### config.mk
export PLATFORM = sky130hd
export DESIGN_NAME = ping_loss_latency_tracker
export DESIGN_NICKNAME = d
export VERILOG_FILES = /design/src/rtl/plt_pkg.sv /design/src/rtl/plt_window.sv /design/src/rtl/plt_stats.sv /design/src/rtl/ping_loss_latency_tracker.sv
export SDC_FILE = /design/constraint.sdc
export NUM_CORES = 2
export LEC_CHECK = 0
export BUFFER_PORTS_ARGS = -buffer_cell sky130_fd_sc_hd__buf_2
export CAP_MARGIN = 10
export CORE_AREA = 5 5 377 379
export DETAILED_ROUTE_END_ITERATION = 10
export DIE_AREA = 0 0 382 384
export PLACE_DENSITY = 0.56
export SLEW_MARGIN = 20
export SYNTH_ARGS = -nofsm -noshare
export SYNTH_HDL_FRONTEND = slang
export SYNTH_SLANG_ARGS = --single-unit
### constraint.sdc
create_clock -name clock -period 49.6 [get_ports clock]
set_input_delay 2.48 -clock clock [delete_from_list [all_inputs] [get_ports clock]]
set_output_delay 2.48 -clock clock [all_outputs]
set_load 0.02 [all_outputs]
### src/rtl/plt_pkg.sv
// plt_pkg: shared constants, codes and types of the probe loss and latency tracker
// no dependencies; imported by every rtl module of the block

package plt_pkg;

   localparam int DEFAULT_WINDOW_DEPTH = 64;

   localparam int TIME_W     = 64;
   localparam int SEQ_W      = 32;
   localparam int STAT_W     = 32;
   localparam int INTERVAL_W = 16;
   localparam int TIMEOUT_W  = 22;
   localparam int REQ_W      = 2;
   localparam int CSR_IDX_W  = 2;

   localparam logic [INTERVAL_W-1:0] INTERVAL_RESET = 16'd1000;
   localparam logic [TIMEOUT_W-1:0]  TIMEOUT_RESET  = 22'd10000;

   // request kinds
   localparam logic [REQ_W-1:0] REQ_TICK  = 2'd0;
   localparam logic [REQ_W-1:0] REQ_REPLY = 2'd1;
   localparam logic [REQ_W-1:0] REQ_CLEAR = 2'd2;

   // register indexes
   localparam logic [CSR_IDX_W-1:0] CSR_SEND_INTERVAL = 2'd0;
   localparam logic [CSR_IDX_W-1:0] CSR_REPLY_TIMEOUT = 2'd1;

   typedef struct packed {
      logic drain;   // retire one entry, item stays in the input register
      logic probe;   // finish a tick that sends a probe
      logic reply;   // finish a reply
      logic clear;   // finish a clear
   } win_cmd_type;

   typedef struct packed {
      logic multi_retire;  // more than one entry is due to retire
      logic retired_lost;  // entry retired this cycle was unanswered
      logic reply_hit;     // reply matched an unanswered entry
   } win_stat_type;

   typedef struct packed {
      logic              clear;
      logic              sent_inc;
      logic              lost_inc;
      logic              answer;
      logic [STAT_W-1:0] latency;
   } stats_cmd_type;

   typedef struct packed {
      logic [STAT_W-1:0] sent;
      logic [STAT_W-1:0] lost;
      logic [STAT_W-1:0] answered;
      logic [STAT_W-1:0] sum;
      logic [STAT_W-1:0] max;
      logic [STAT_W-1:0] min;
   } stats_type;

   // all counters zero, minimum all ones
   localparam stats_type STATS_RESET = {{(5*STAT_W){1'b0}}, {STAT_W{1'b1}}};

endpackage

### src/rtl/plt_window.sv
// plt_window: probe window with answered marks, head and fill count
// retires old entries, appends probes and matches replies; uses plt_pkg

module plt_window #(
   parameter int DEPTH = plt_pkg::DEFAULT_WINDOW_DEPTH
) (
   input  logic                                 clock,
   input  logic                                 reset,
   input  logic [plt_pkg::INTERVAL_W-1:0]       send_interval,
   input  logic [plt_pkg::TIMEOUT_W-1:0]        reply_timeout,
   input  plt_pkg::win_cmd_type                 cmd,
   input  logic [plt_pkg::SEQ_W-1:0]            seq_gap,       // next sequence minus reply seq
   input  logic [plt_pkg::SEQ_W-1:0]            seq_gap_next,  // the same for the next cycle
   output plt_pkg::win_stat_type                stat
);
   import plt_pkg::*;

   localparam int HW = (DEPTH > 1) ? $clog2(DEPTH) : 1;
   localparam int CW = $clog2(DEPTH + 1);
   localparam int MW = (CW + INTERVAL_W > TIMEOUT_W) ? CW + INTERVAL_W : TIMEOUT_W;

   logic [DEPTH-1:0] marks_ff;
   logic [HW-1:0]    head_ff, head_in;
   logic [CW-1:0]    count_ff, count_in;
   logic             head_mark_ff, slot_mark_ff;

   logic [MW-1:0] prod, prod_prev, tmo;
   logic          over_now, over_prev;
   logic [HW-1:0] head_inc, slot, pos, h1, mark_addr, slot_nx;
   logic [CW-1:0] off, c1, off_nx;
   logic [HW:0]   slot_sum, pos_sum, slot_nx_sum;
   logic          dist_ok, retire, mark_we, mark_wdata;

   // age test: count * interval against the timeout, and the same one entry less
   assign prod      = MW'(count_ff) * MW'(send_interval);
   assign prod_prev = prod - MW'(send_interval);
   assign tmo       = MW'(reply_timeout);
   assign over_now  = (count_ff != '0) && (prod >= tmo);
   assign over_prev = (count_ff > CW'(1)) && (prod_prev >= tmo);

   assign head_inc = (head_ff == HW'(DEPTH - 1)) ? '0 : head_ff + HW'(1);

   // reply slot: head + count - gap, wrapped once
   assign dist_ok  = (seq_gap != '0) && (seq_gap <= SEQ_W'(count_ff));
   assign off      = count_ff - CW'(seq_gap);
   assign slot_sum = (HW+1)'(head_ff) + (HW+1)'(off);
   assign slot     = (slot_sum >= (HW+1)'(DEPTH)) ? HW'(slot_sum - (HW+1)'(DEPTH))
                                                  : HW'(slot_sum);

   // reply slot of the next cycle, from the next head, count and gap
   assign off_nx      = count_in - CW'(seq_gap_next);
   assign slot_nx_sum = (HW+1)'(head_in) + (HW+1)'(off_nx);
   assign slot_nx     = (slot_nx_sum >= (HW+1)'(DEPTH)) ? HW'(slot_nx_sum - (HW+1)'(DEPTH))
                                                        : HW'(slot_nx_sum);

   // at most one retire per cycle: aged-out head or full window on append
   assign retire = cmd.drain ||
                   (cmd.probe && (over_now || (count_ff == CW'(DEPTH))));
   assign h1     = retire ? head_inc : head_ff;
   assign c1     = retire ? count_ff - CW'(1) : count_ff;

   assign pos_sum = (HW+1)'(h1) + (HW+1)'(c1);
   assign pos     = (pos_sum >= (HW+1)'(DEPTH)) ? HW'(pos_sum - (HW+1)'(DEPTH))
                                                : HW'(pos_sum);

   assign stat.multi_retire = over_now && over_prev;
   assign stat.retired_lost = retire && !head_mark_ff;
   assign stat.reply_hit    = cmd.reply && dist_ok && !slot_mark_ff;

   always_comb begin
      head_in    = head_ff;
      count_in   = count_ff;
      mark_we    = 1'b0;
      mark_addr  = pos;
      mark_wdata = 1'b0;
      if (cmd.clear) begin
         head_in  = '0;
         count_in = '0;
      end else if (cmd.drain) begin
         head_in  = h1;
         count_in = c1;
      end else if (cmd.probe) begin
         head_in  = h1;
         count_in = c1 + CW'(1);
         mark_we  = 1'b1;
      end else if (stat.reply_hit) begin
         mark_we    = 1'b1;
         mark_addr  = slot;
         mark_wdata = 1'b1;
      end
   end

   always_ff @(posedge clock) begin
      if (reset) begin
         head_ff  <= '0;
         count_ff <= '0;
      end else begin
         head_ff  <= head_in;
         count_ff <= count_in;
      end
   end

   // mark memory: one write port, head and reply slot read a cycle ahead,
   // a write to the address being read passes straight through
   always_ff @(posedge clock) begin
      if (mark_we) begin
         marks_ff[mark_addr] <= mark_wdata;
      end
      head_mark_ff <= (mark_we && (mark_addr == head_in)) ? mark_wdata : marks_ff[head_in];
      slot_mark_ff <= (mark_we && (mark_addr == slot_nx)) ? mark_wdata : marks_ff[slot_nx];
   end

endmodule

### src/rtl/plt_stats.sv
// plt_stats: sent, lost and answered counters plus latency sum, max and min
// presents the post-update view with max/min zeroed when nothing answered; uses plt_pkg

module plt_stats (
   input  logic                   clock,
   input  logic                   reset,
   input  plt_pkg::stats_cmd_type cmd,
   output plt_pkg::stats_type     view
);
   import plt_pkg::*;

   stats_type st_ff, st_in;

   always_comb begin
      st_in = st_ff;
      if (cmd.clear) begin
         st_in = STATS_RESET;
      end else begin
         if (cmd.sent_inc) st_in.sent = st_ff.sent + STAT_W'(1);
         if (cmd.lost_inc) st_in.lost = st_ff.lost + STAT_W'(1);
         if (cmd.answer) begin
            st_in.answered = st_ff.answered + STAT_W'(1);
            st_in.sum      = st_ff.sum + cmd.latency;
            if (cmd.latency > st_ff.max) st_in.max = cmd.latency;
            if (cmd.latency < st_ff.min) st_in.min = cmd.latency;
         end
      end
   end

   always_comb begin
      view = st_in;
      if (st_in.answered == '0) begin
         view.max = '0;
         view.min = '0;
      end
   end

   always_ff @(posedge clock) begin
      if (reset) begin
         st_ff <= STATS_RESET;
      end else begin
         st_ff <= st_in;
      end
   end

endmodule

### src/rtl/ping_loss_latency_tracker.sv
// ping_loss_latency_tracker: probe sender and reply tracker, top level
// holds config, input and result registers and the probe schedule; uses plt_pkg,
// plt_window and plt_stats
//
// channel  dir  tuser               tdata (lowest bit up)
// req_     in   [1:0] req_type      [63:0] now_time, [95:64] reply_seq,
//                                   [159:96] reply_sent_at
// rsp_     out  [0] probe_valid     [31:0] probe_seq, [95:32] probe_time,
//                                   [127:96] sent_total, [159:128] lost_total,
//                                   [191:160] answered_total, [223:192] latency_sum,
//                                   [255:224] latency_max, [287:256] latency_min
// csr_     in   write enable, 2-bit index, 22-bit data; no read-back
//
// one item per cycle while no drain runs and rsp_ is free, one result per item;
// an accepted item passes the input register, then the result register on rsp_
// a tick that must age out k > 1 window entries holds the input register for
// extra drain steps: the window retires one entry a cycle through its mark read
// reset is synchronous; it clears window, counters, schedule and config to defaults
// the result register lets a new item enter while a result waits on rsp_tready

module ping_loss_latency_tracker #(
   parameter int WINDOW_DEPTH = plt_pkg::DEFAULT_WINDOW_DEPTH
) (
   input  logic                                clock,
   input  logic                                reset,
   // request items
   input  logic                                req_tvalid,
   output logic                                req_tready,
   input  logic [159:0]                        req_tdata,  // now_time, reply_seq, reply_sent_at
   input  logic [1:0]                          req_tuser,  // req_type
   // result items
   output logic                                rsp_tvalid,
   input  logic                                rsp_tready,
   output logic [287:0]                        rsp_tdata,  // probe_seq .. latency_min
   output logic [0:0]                          rsp_tuser,  // probe_valid
   // configuration writes
   input  logic                                csr_we,
   input  logic [plt_pkg::CSR_IDX_W-1:0]       csr_index,
   input  logic [plt_pkg::TIMEOUT_W-1:0]       csr_wdata
);
   import plt_pkg::*;

   // configuration
   logic [INTERVAL_W-1:0] interval_ff;
   logic [TIMEOUT_W-1:0]  timeout_ff;

   // input register
   logic              in_valid_ff, in_valid_in;
   logic [REQ_W-1:0]  type_ff;
   logic [TIME_W-1:0] now_ff;
   logic [SEQ_W-1:0]  rseq_ff, rseq_in;
   logic [TIME_W-1:0] rsent_ff;

   // probe schedule
   logic [SEQ_W-1:0]  next_seq_ff, next_seq_in;
   logic [TIME_W-1:0] next_send_ff, next_send_in;

   // result register
   logic         rsp_valid_ff, rsp_valid_in;
   logic [287:0] rsp_data_ff;
   logic         rsp_probe_ff;

   logic          accept, out_free, probing, drain, finish;
   win_cmd_type   win_cmd;
   win_stat_type  win_stat;
   stats_cmd_type st_cmd;
   stats_type     st_view;
   logic [SEQ_W-1:0]  probe_seq;
   logic [TIME_W-1:0] probe_time;

   assign accept   = req_tvalid && req_tready;
   assign out_free = !rsp_valid_ff || rsp_tready;

   // a due tick; drain steps age out surplus entries before the final step
   assign probing = in_valid_ff && (type_ff == REQ_TICK) && (next_send_ff <= now_ff);
   assign drain   = probing && win_stat.multi_retire;
   assign finish  = in_valid_ff && out_free && !drain;

   assign req_tready = !in_valid_ff || finish;

   assign win_cmd.drain = drain;
   assign win_cmd.probe = finish && probing;
   assign win_cmd.reply = finish && (type_ff == REQ_REPLY);
   assign win_cmd.clear = finish && (type_ff == REQ_CLEAR);

   // reply sequence held in the input register next cycle
   assign rseq_in = accept ? req_tdata[95:64] : rseq_ff;

   // the window reads its marks a cycle ahead, so it also gets the next gap
   plt_window #(
      .DEPTH (WINDOW_DEPTH)
   ) u_window (
      .clock         (clock),
      .reset         (reset),
      .send_interval (interval_ff),
      .reply_timeout (timeout_ff),
      .cmd           (win_cmd),
      .seq_gap       (next_seq_ff - rseq_ff),
      .seq_gap_next  (next_seq_in - rseq_in),
      .stat          (win_stat)
   );

   // latency wraps at 32 bits, only the low halves matter
   assign st_cmd.clear    = win_cmd.clear;
   assign st_cmd.sent_inc = win_cmd.probe;
   assign st_cmd.lost_inc = win_stat.retired_lost;
   assign st_cmd.answer   = win_stat.reply_hit;
   assign st_cmd.latency  = now_ff[STAT_W-1:0] - rsent_ff[STAT_W-1:0];

   plt_stats u_stats (
      .clock (clock),
      .reset (reset),
      .cmd   (st_cmd),
      .view  (st_view)
   );

   // schedule: clear keeps the sequence number but restarts the send time
   always_comb begin
      next_seq_in  = next_seq_ff;
      next_send_in = next_send_ff;
      if (win_cmd.clear) begin
         next_send_in = '0;
      end else if (win_cmd.probe) begin
         next_seq_in  = next_seq_ff + SEQ_W'(1);
         next_send_in = now_ff + TIME_W'(interval_ff);
      end
   end

   assign probe_seq  = win_cmd.probe ? next_seq_ff : '0;
   assign probe_time = win_cmd.probe ? now_ff : '0;

   assign in_valid_in  = accept ? 1'b1 : (finish ? 1'b0 : in_valid_ff);
   assign rsp_valid_in = finish ? 1'b1 : (rsp_tready ? 1'b0 : rsp_valid_ff);

   // control state
   always_ff @(posedge clock) begin
      if (reset) begin
         interval_ff  <= INTERVAL_RESET;
         timeout_ff   <= TIMEOUT_RESET;
         in_valid_ff  <= 1'b0;
         rsp_valid_ff <= 1'b0;
         next_seq_ff  <= '0;
         next_send_ff <= '0;
      end else begin
         if (csr_we && (csr_index == CSR_SEND_INTERVAL)) begin
            interval_ff <= csr_wdata[INTERVAL_W-1:0];
         end
         if (csr_we && (csr_index == CSR_REPLY_TIMEOUT)) begin
            timeout_ff <= csr_wdata;
         end
         in_valid_ff  <= in_valid_in;
         rsp_valid_ff <= rsp_valid_in;
         next_seq_ff  <= next_seq_in;
         next_send_ff <= next_send_in;
      end
   end

   // payload registers
   always_ff @(posedge clock) begin
      if (accept) begin
         type_ff  <= req_tuser;
         now_ff   <= req_tdata[63:0];
         rseq_ff  <= req_tdata[95:64];
         rsent_ff <= req_tdata[159:96];
      end
      if (finish) begin
         rsp_probe_ff <= win_cmd.probe;
         rsp_data_ff  <= {st_view.min, st_view.max, st_view.sum, st_view.answered,
                          st_view.lost, st_view.sent, probe_time, probe_seq};
      end
   end

   assign rsp_tvalid   = rsp_valid_ff;
   assign rsp_tdata    = rsp_data_ff;
   assign rsp_tuser[0] = rsp_probe_ff;

   // a drain step never lets a new item in
   a_drain_stalls: assert property (@(posedge clock) disable iff (reset)
      drain |-> !req_tready)
      else $error("input accepted during window drain");

   // each sent probe advances the sequence by exactly one
   a_seq_step: assert property (@(posedge clock) disable iff (reset)
      win_cmd.probe |=> (next_seq_ff == $past(next_seq_ff) + SEQ_W'(1)))
      else $error("sequence did not advance after probe");

   // a waiting result leaves only when taken
   a_rsp_hold: assert property (@(posedge clock) disable iff (reset)
      $fell(rsp_valid_ff) |-> $past(rsp_tready))
      else $error("result dropped without handshake");

   // once anything is answered the minimum never exceeds the maximum
   a_min_max: assert property (@(posedge clock) disable iff (reset)
      (rsp_valid_ff && (rsp_data_ff[191:160] != '0)) |->
         (rsp_data_ff[287:256] <= rsp_data_ff[255:224]))
      else $error("latency min above max");

endmodule

After elaboration in Yosys (flattened, before gate mapping) --
Index checks and enable logic that the tools add are counted.
Storage, ports and cells: word-level logic and storage cells 152, output and inout port bits 291, bits in registers 826, bits of input ports 191
Cells by class: reductions and logical operators 39, multiply operators 1, $lt $le $gt $ge 14, equality and inequality tests 7, multiplexer cells 45, $add $sub $neg 21
Operators with widths (number):
- 32-bit 2-to-1 mux | 7
- 192-bit 2-to-1 mux | 1
- 32-bit by 1-bit adder with 32-bit output, second input constant | 4
- 128-bit 2-to-1 mux | 1
- 6-bit 2-to-1 mux | 12
- 64-bit by 16-bit adder with 64-bit output | 1
- 64-bit bitwise mux | 1
- 64-bit less-or-equal comparator | 1
- 32-bit subtractor | 2
- 23-bit by 22-bit >= comparator with 1-bit output | 2
- 32-bit adder | 1
- 32-bit > comparator | 1
- 32-bit by 7-bit less-or-equal comparator with 1-bit output | 1
- 32-bit zero test | 1
- 32-bit less-than comparator | 1
- 32-bit nonzero test | 1
- 7-bit 2-to-1 mux | 4
- 7-bit by 16-bit multiplier with 23-bit output | 1
- 23-bit by 16-bit subtractor with 23-bit output | 1
- 1-bit logical AND | 22
- 6-bit by 7-bit adder with 7-bit output | 3
- 7-bit >= comparator, second input constant | 3
- 6-bit by 7-bit less-than comparator with 1-bit output, second input constant | 3
- 7-bit subtractor | 3
- 20 further kinds | 49

Longest topological paths before layout --
word-level depth 24, mapped depth 62, depth with buffers taken out 59

By module --
Synthesis repeated with hierarchy kept, for this count alone.
Unflattened totals: cells, all modules 5473, area, all modules 52223.8 um2
By module, submodules not included:
- ping_loss_latency_tracker | sequential area each 14984.4 um2, cells an instance 2339, area an instance 26294.0 um2, times used 1
- plt_stats | sequential area each 3843.7 um2, cells an instance 1832, area an instance 14518.9 um2, times used 1
- plt_window | sequential area each 2222.1 um2, cells an instance 1302, area an instance 11410.9 um2, times used 1

Worst setup path before layout --
Ideal clock, no wire load.
kind flip-flop to flip-flop, start register u_window.count_ff[2], end register u_window.slot_mark_ff, required time 49.475 ns, library setup time 0.125 ns, path buffers 5, arrival time 16.286 ns, setup slack 33.188 ns, period minus slack after synthesis 16.412 ns, stages on the path, launching flop included 55, cells stage by stage dfxtp_1 -> clkbuf_1 -> clkinv_1 -> buf_1 -> nor2_1 -> fa_1 -> inv_1 -> fa_1 -> inv_1 -> fa_1 -> inv_1 -> fa_1 -> inv_1 -> ha_1 -> a211oi_2 -> o21ai_0 -> a21oi_1 -> nor2b_1 -> [... 19 more ...] -> o21ba_2 -> mux2_2 -> o21ai_1 -> nand2_1 -> and2_1 -> clkbuf_1 -> o21ai_0 -> fa_1 -> fa_1 -> ha_1 -> clkbuf_1 -> clkbuf_1 -> mux4_2 -> mux4_2 -> mux2i_1 -> o21ai_0 -> o31ai_1 -> mux2i_1
On the way: elaborated cells on any way between the ends 69, classes of those cells add/sub (12); mul (1); order compare (7); eq/ne (2); mux (28); reduce/logical (19)
RTL lines:
- start: declaration | line plt_window.sv:24 | logic [CW-1:0] count_ff, count_in;
- start signal: assignment | line plt_window.sv:99 | count_ff <= count_in;
- 7-bit by 16-bit multiplier with 23-bit output | line plt_window.sv:35 | assign prod = MW'(count_ff) * MW'(send_interval);
- 23-bit by 16-bit subtractor with 23-bit output | line plt_window.sv:36 | assign prod_prev = prod - MW'(send_interval);
- 23-bit by 22-bit >= comparator with 1-bit output | line plt_window.sv:39 | assign over_prev = (count_ff > CW'(1)) && (prod_prev >= tmo);
- 1-bit logical AND | line plt_window.sv:39
- 1-bit logical AND (*) | line plt_window.sv:66 | assign stat.multi_retire = over_now && over_prev;
- 1-bit logical AND (*) | line ping_loss_latency_tracker.sv:76 | assign drain = probing && win_stat.multi_retire;
- 1-bit zero test (*) | line ping_loss_latency_tracker.sv:77 | assign finish = in_valid_ff && out_free && !drain;
- 1-bit logical AND (*) | line ping_loss_latency_tracker.sv:77
- [... 1 more ...]
- via req_tready | line ping_loss_latency_tracker.sv:28 | output logic req_tready,
- [... 1 more ...]
- via accept | line ping_loss_latency_tracker.sv:63 | logic accept, out_free, probing, drain, finish;
- [... 1 more ...]
- via rseq_in[1] | line ping_loss_latency_tracker.sv:51 | logic [SEQ_W-1:0] rseq_ff, rseq_in;
- 7-bit subtractor (*) | line ping_loss_latency_tracker.sv:99 | .seq_gap_next (next_seq_in - rseq_in),
- 7-bit subtractor (*) | line plt_window.sv:51 | assign off_nx = count_in - CW'(seq_gap_next);
- 6-bit by 7-bit adder with 7-bit output (*) | line plt_window.sv:52 | assign slot_nx_sum = (HW+1)'(head_in) + (HW+1)'(off_nx);
- 6-bit by 1-bit subtractor with 6-bit output / 7-bit >= comparator (equally long branches) | line plt_window.sv:53 | assign slot_nx = (slot_nx_sum >= (HW+1)'(DEPTH)) ? HW'(slot_nx_sum - (HW+1)'(DEPTH))
- 6-bit 2-to-1 mux (*) | line plt_window.sv:53
- 1-bit binary-select mux with 6-bit select / 6-bit equality test (equally long branches) | line plt_window.sv:110 | slot_mark_ff <= (mark_we && (mark_addr == slot_nx)) ? mark_wdata : marks_ff[slot_nx];
- 1-bit 2-to-1 mux (not written as such) / 1-bit logical AND (equally long branches) | line plt_window.sv:110
- 1-bit 2-to-1 mux (*) | line plt_window.sv:110
- end signal: assignment | line plt_window.sv:110
- end: declaration | line plt_window.sv:25 | logic head_mark_ff, slot_mark_ff;
The timed path passes the listed nets; every way through them passes the cells marked *. The select of a mux whose other input is x is not followed. A chain may end at the register's enable or synchronous reset.

Final worst setup path --
start register u_window.count_ff[2], end register u_window.slot_mark_ff
On the way: word-level cells in the longest chain between the ends 23, elaborated cells on any way between the ends 69, classes of those cells add/sub (12); mul (1); order compare (7); eq/ne (2); mux (28); reduce/logical (19)
RTL lines (line):
- 7-bit by 16-bit multiplier with 23-bit output | plt_window.sv:35
- 23-bit by 16-bit subtractor with 23-bit output | plt_window.sv:36
- 23-bit by 22-bit >= comparator with 1-bit output | plt_window.sv:39
- 1-bit logical AND | plt_window.sv:39
- 1-bit logical AND | plt_window.sv:66
- 1-bit logical AND | ping_loss_latency_tracker.sv:76
- 1-bit zero test | ping_loss_latency_tracker.sv:77
- 1-bit logical AND | ping_loss_latency_tracker.sv:77
- [... 8 more ...]
- via u_window.count_in[2] | plt_window.sv:24
- 7-bit subtractor (*) | plt_window.sv:51
- 6-bit by 7-bit adder with 7-bit output (*) | plt_window.sv:52
- 6-bit by 1-bit subtractor with 6-bit output / 7-bit >= comparator (equally long branches) | plt_window.sv:53
- 6-bit 2-to-1 mux (*) | plt_window.sv:53
- 1-bit binary-select mux with 6-bit select / 6-bit equality test (equally long branches) | plt_window.sv:110
- 1-bit 2-to-1 mux (not written as such) / 1-bit logical AND (equally long branches) | plt_window.sv:110
- 1-bit 2-to-1 mux (*) | plt_window.sv:110
Marked as above.

==> summary.txt <==
Critical path
  • Worst R2R Setup Slack: 35090 ps
  • Most frequent CP cell: a21oi_1
  • R2r startpoint: u_window.count_ff[2]
  • CP peak stage delay: 630 ps
  • Crit-path slowest cell: a311oi_1
  • Crit path DAT: 15070 ps
  • Cell count of the worst reg-to-reg path: 57
  • Worst path required time: 50160 ps
  • Critical path origin: u_window.count_ff[2]
  • Reg-to-Reg End: u_window.slot_mark_ff
  • Critical Path Sink Type: flop
  • WS Path Type: reg -> reg
  • CP Launch Type: flop
  • CP max FO: 47

Clocking
  • Clock Tree Buf Depth: 3
  • Worst-path clk slew: 60 ps
  • CTS tree: yes
  • CTS HTree Levels: 3
  • Clock root cell: clkbuf_16
  • TritonCTS buffer count: 96
  • Later-pin clock latency in the skew report: 700 ps
  • PostCTS Resize Cnt: 0
  • Clk sinks: 826
  • Setup Buffers After CTS: 0
  • Cts hold-fix bufs: 0

Status
  • Status: finished clean

Die
  • Initial Utilization: 0.3467
  • Core Region: 138500 sq um
  • Row cnt: 137
  • Number of top-level pins: 482
  • Die width: 382 um
  • Die area: 146700 sq um
  • Die Y: 384 um

Finish
  • Layout area overhead: 15.73%
  • Fill cell count: 13680
  • Commonest non-fill, non-tap cell in the layout: nor2_1
  • Net count, final: 5942
  • Most frequent cells in the layout: nor2_1 (645), edfxtp_1 (477), buf_2 (448), inv_1 (407), nand2_1 (374)
  • Final core occ: 0.4012
  • Layout cells sized above 1: 0.1469
  • Design area: 55570 sq um

STA
  • Period utilization: 0.2924
  • Slew Viols, Final: 0
  • Period minus WS final: 14510 ps
  • Final Setup Violations: 0
  • Final Hold Viols: 0
  • Slew of the pin with the lowest slew margin: 1112 ps
  • RSZ-0062 raised after global routing: false
  • Fmax achieved: 68.94 MHz
  • Setup TNS: 0 ps
  • Max-slew headroom: 0.2493
  • Clock Skews: 24.02 ps

Drt
  • Routed wire length: 141800 um
  • Post-DRT Antenna Nets: 0
  • Via-to-Cell Ratio: 5.125
  • Initial DRC count: 2423
  • Vias after detailed routing: 36880
  • DRC violations left: 0
  • Routed wire per std cell: 19.71 um
  • Detailed Routing Iterations Pass 1: 7

Synthesis
  • Syn_area_per_cell: 9.853 sq um
  • Post-Syn Area: 48010 sq um
  • Post-synth top flop: edfxtp_1
  • Post-synth EDFFs: 477
  • Post-Synth Simple-Gate Area: 0.1686
  • Mux cell area share after synthesis: 0.03985
  • YS warnings: 0
  • Asr flop ratio synth: 0
  • Largest family of logic cells by synthesized area: simple AND/OR/NAND/NOR gates
  • Complex-gate fraction of the synthesized area: 0.1093
  • Post-Syn Instances: 4873
  • Synth Area in Adders: 0.1334
  • Seq cells post-synth: 826
  • Post-Synth XOR/XNOR Area: 0.05710
  • Yosys cell types: 91
  • Seq/Total Area, Yosys: 0.4439
  • Syn Nets: 5522

Power and ir drop
  • Pwr Density: 31.80 nW/um^2
  • Logic pwr share: 0.157
  • Static leakage: 23.65 nW
  • Peak supply drop: 0.02501 mV
  • Total Power: 1.767 mW
  • Switching Share: 0.2770
  • Int Power: 1.277 mW
  • Clock network power share: 0.412
  • Register share of total power: 0.431
  • Sw Pwr: 489.5 uW

Min path
  • Hold Path End: timeout_ff[7]
  • Hold Path Class: reg -> reg
  • Min-delay src: timeout_ff[7]
  • WHS Path Cells: 2

Job
  • Max Cap Violations: 0

Placement
  • DP HPWL: 106100 um
  • IO buf count: 449
  • GP Congestion: 0.8528
  • Placed cell areas: 52260 sq um

GRT
  • First-pass GRT wire length: 213600 um
  • Largest net degree at the start of global routing: 104
  • Global Route Usage Sum: 0.1870
  • GR Overflow Total: 0
  • Vias in the first global route: 36080
  • Initial antenna violation count: 21
[final cells by class]
cell class,count,area (sq um),area share
multi-input cells,3452,24490,0.4407
flip-flops and latches,826,21310,0.3835
repair buffers,501,2684,0.04830
clock buffers,118,2557,0.04602
well taps,1807,2261,0.04069
inverters,416,1572,0.02828
clock inverters,63,663.1,0.01193
diodes,12,30.03,0.0005404
[per-layer routing]
metal  up-vias  GRT usage  routed length [um]
li1      18010          -                   -
met1     17800     0.2506               63610
met2       885     0.3108               66020
met5         -          0                  30
met4         6    0.05354                3386
met3       183    0.03319                8766
[per-stage QoR]
step | cells | hold WS (ps) | worst slack, ps
2_1_floorplan | 4873 | 435.6 | 33190
3_3_place_gp | 7000 | 442.0 | 35230
3_5_place_dp | 7000 | 447.7 | 35130
4_1_cts | 7181 | 456.8 | 35050
5_1_grt | 7184 | 476.2 | 34110
6_report | 7195 | 454.1 | 35090
[state kept, by name (all words and copies together), names as in the netlist, 32 cells and up]
signal             cells
next_send_ff          64
rsp_tdata            288
now_ff                64
u_stats.st_ff        192
rsent_ff              32
rseq_ff               32
u_window.marks_ff     64
next_seq_ff           32
[synth_stat cells (all sizes together) (22+ instances only)]
master / number / share of area
fa: 90 / 0.038
a21oi: 298 / 0.033
and2: 55 / 0.0072
nor2: 668 / 0.053
o21a: 29 / 0.0046
a21o: 72 / 0.011
nor4: 25 / 0.0038
nand3: 114 / 0.012
mux4: 26 / 0.012
nand2b: 31 / 0.0040
a211oi: 62 / 0.010
nand2: 375 / 0.029
nor2b: 50 / 0.0065
clkbuf: 145 / 0.011
a211o: 22 / 0.0040
nand4: 72 / 0.0094
o21ai: 139 / 0.014
nor3: 168 / 0.018
or3: 39 / 0.0051
buf: 34 / 0.0040
and3: 54 / 0.0070
xor2: 126 / 0.023
edfxtp: 477 / 0.30
mux2i: 118 / 0.025
dfxtp: 349 / 0.15
ha: 368 / 0.096
o211ai: 25 / 0.0039
inv: 409 / 0.032
xnor2: 181 / 0.033
[worst max-delay path by stage]
stage,to,slack [ps],cells after the start
finish,u_window.slot_mark_ff,35090,57
global route,u_window.slot_mark_ff,34110,59
CTS,u_window.slot_mark_ff,35050,57
detailed placement,u_window.slot_mark_ff,35130,57
global placement,u_window.slot_mark_ff,35230,59
floorplan,u_window.slot_mark_ff,33190,54
[cell families after synthesis]
kind of cell,after synthesis
AND/OR/NAND/NOR,1725
flip-flops,826
AO/OA/AOI/OAI,803
buffers and inverters,595
adder cells (fa/ha/maj),458
XOR/XNOR,309
multiplexers,157
[power groups by stage]
stage                     registers (mW)  clock network, mW  logic (mW)
after floorplan                    0.788                  0       0.178
after global placement             0.776                  0       0.275
after detailed placement           0.776                  0       0.278
after CTS                          0.762              0.750       0.280
after global routing               0.763              0.780       0.307
final                              0.761              0.728       0.278
[critical path, delay by kind of cell, from the launching register on]
kind	cells	cell delay (ps)
adder cells (fa/ha/maj)	10	3970
AND/OR/NAND/NOR	9	2130
AO/OA/AOI/OAI	23	4820
flip-flops	1	300
XOR/XNOR	4	940
buffers and inverters	9	1750
multiplexers	2	410
Note: power is estimated with default switching activity, not from simulation.
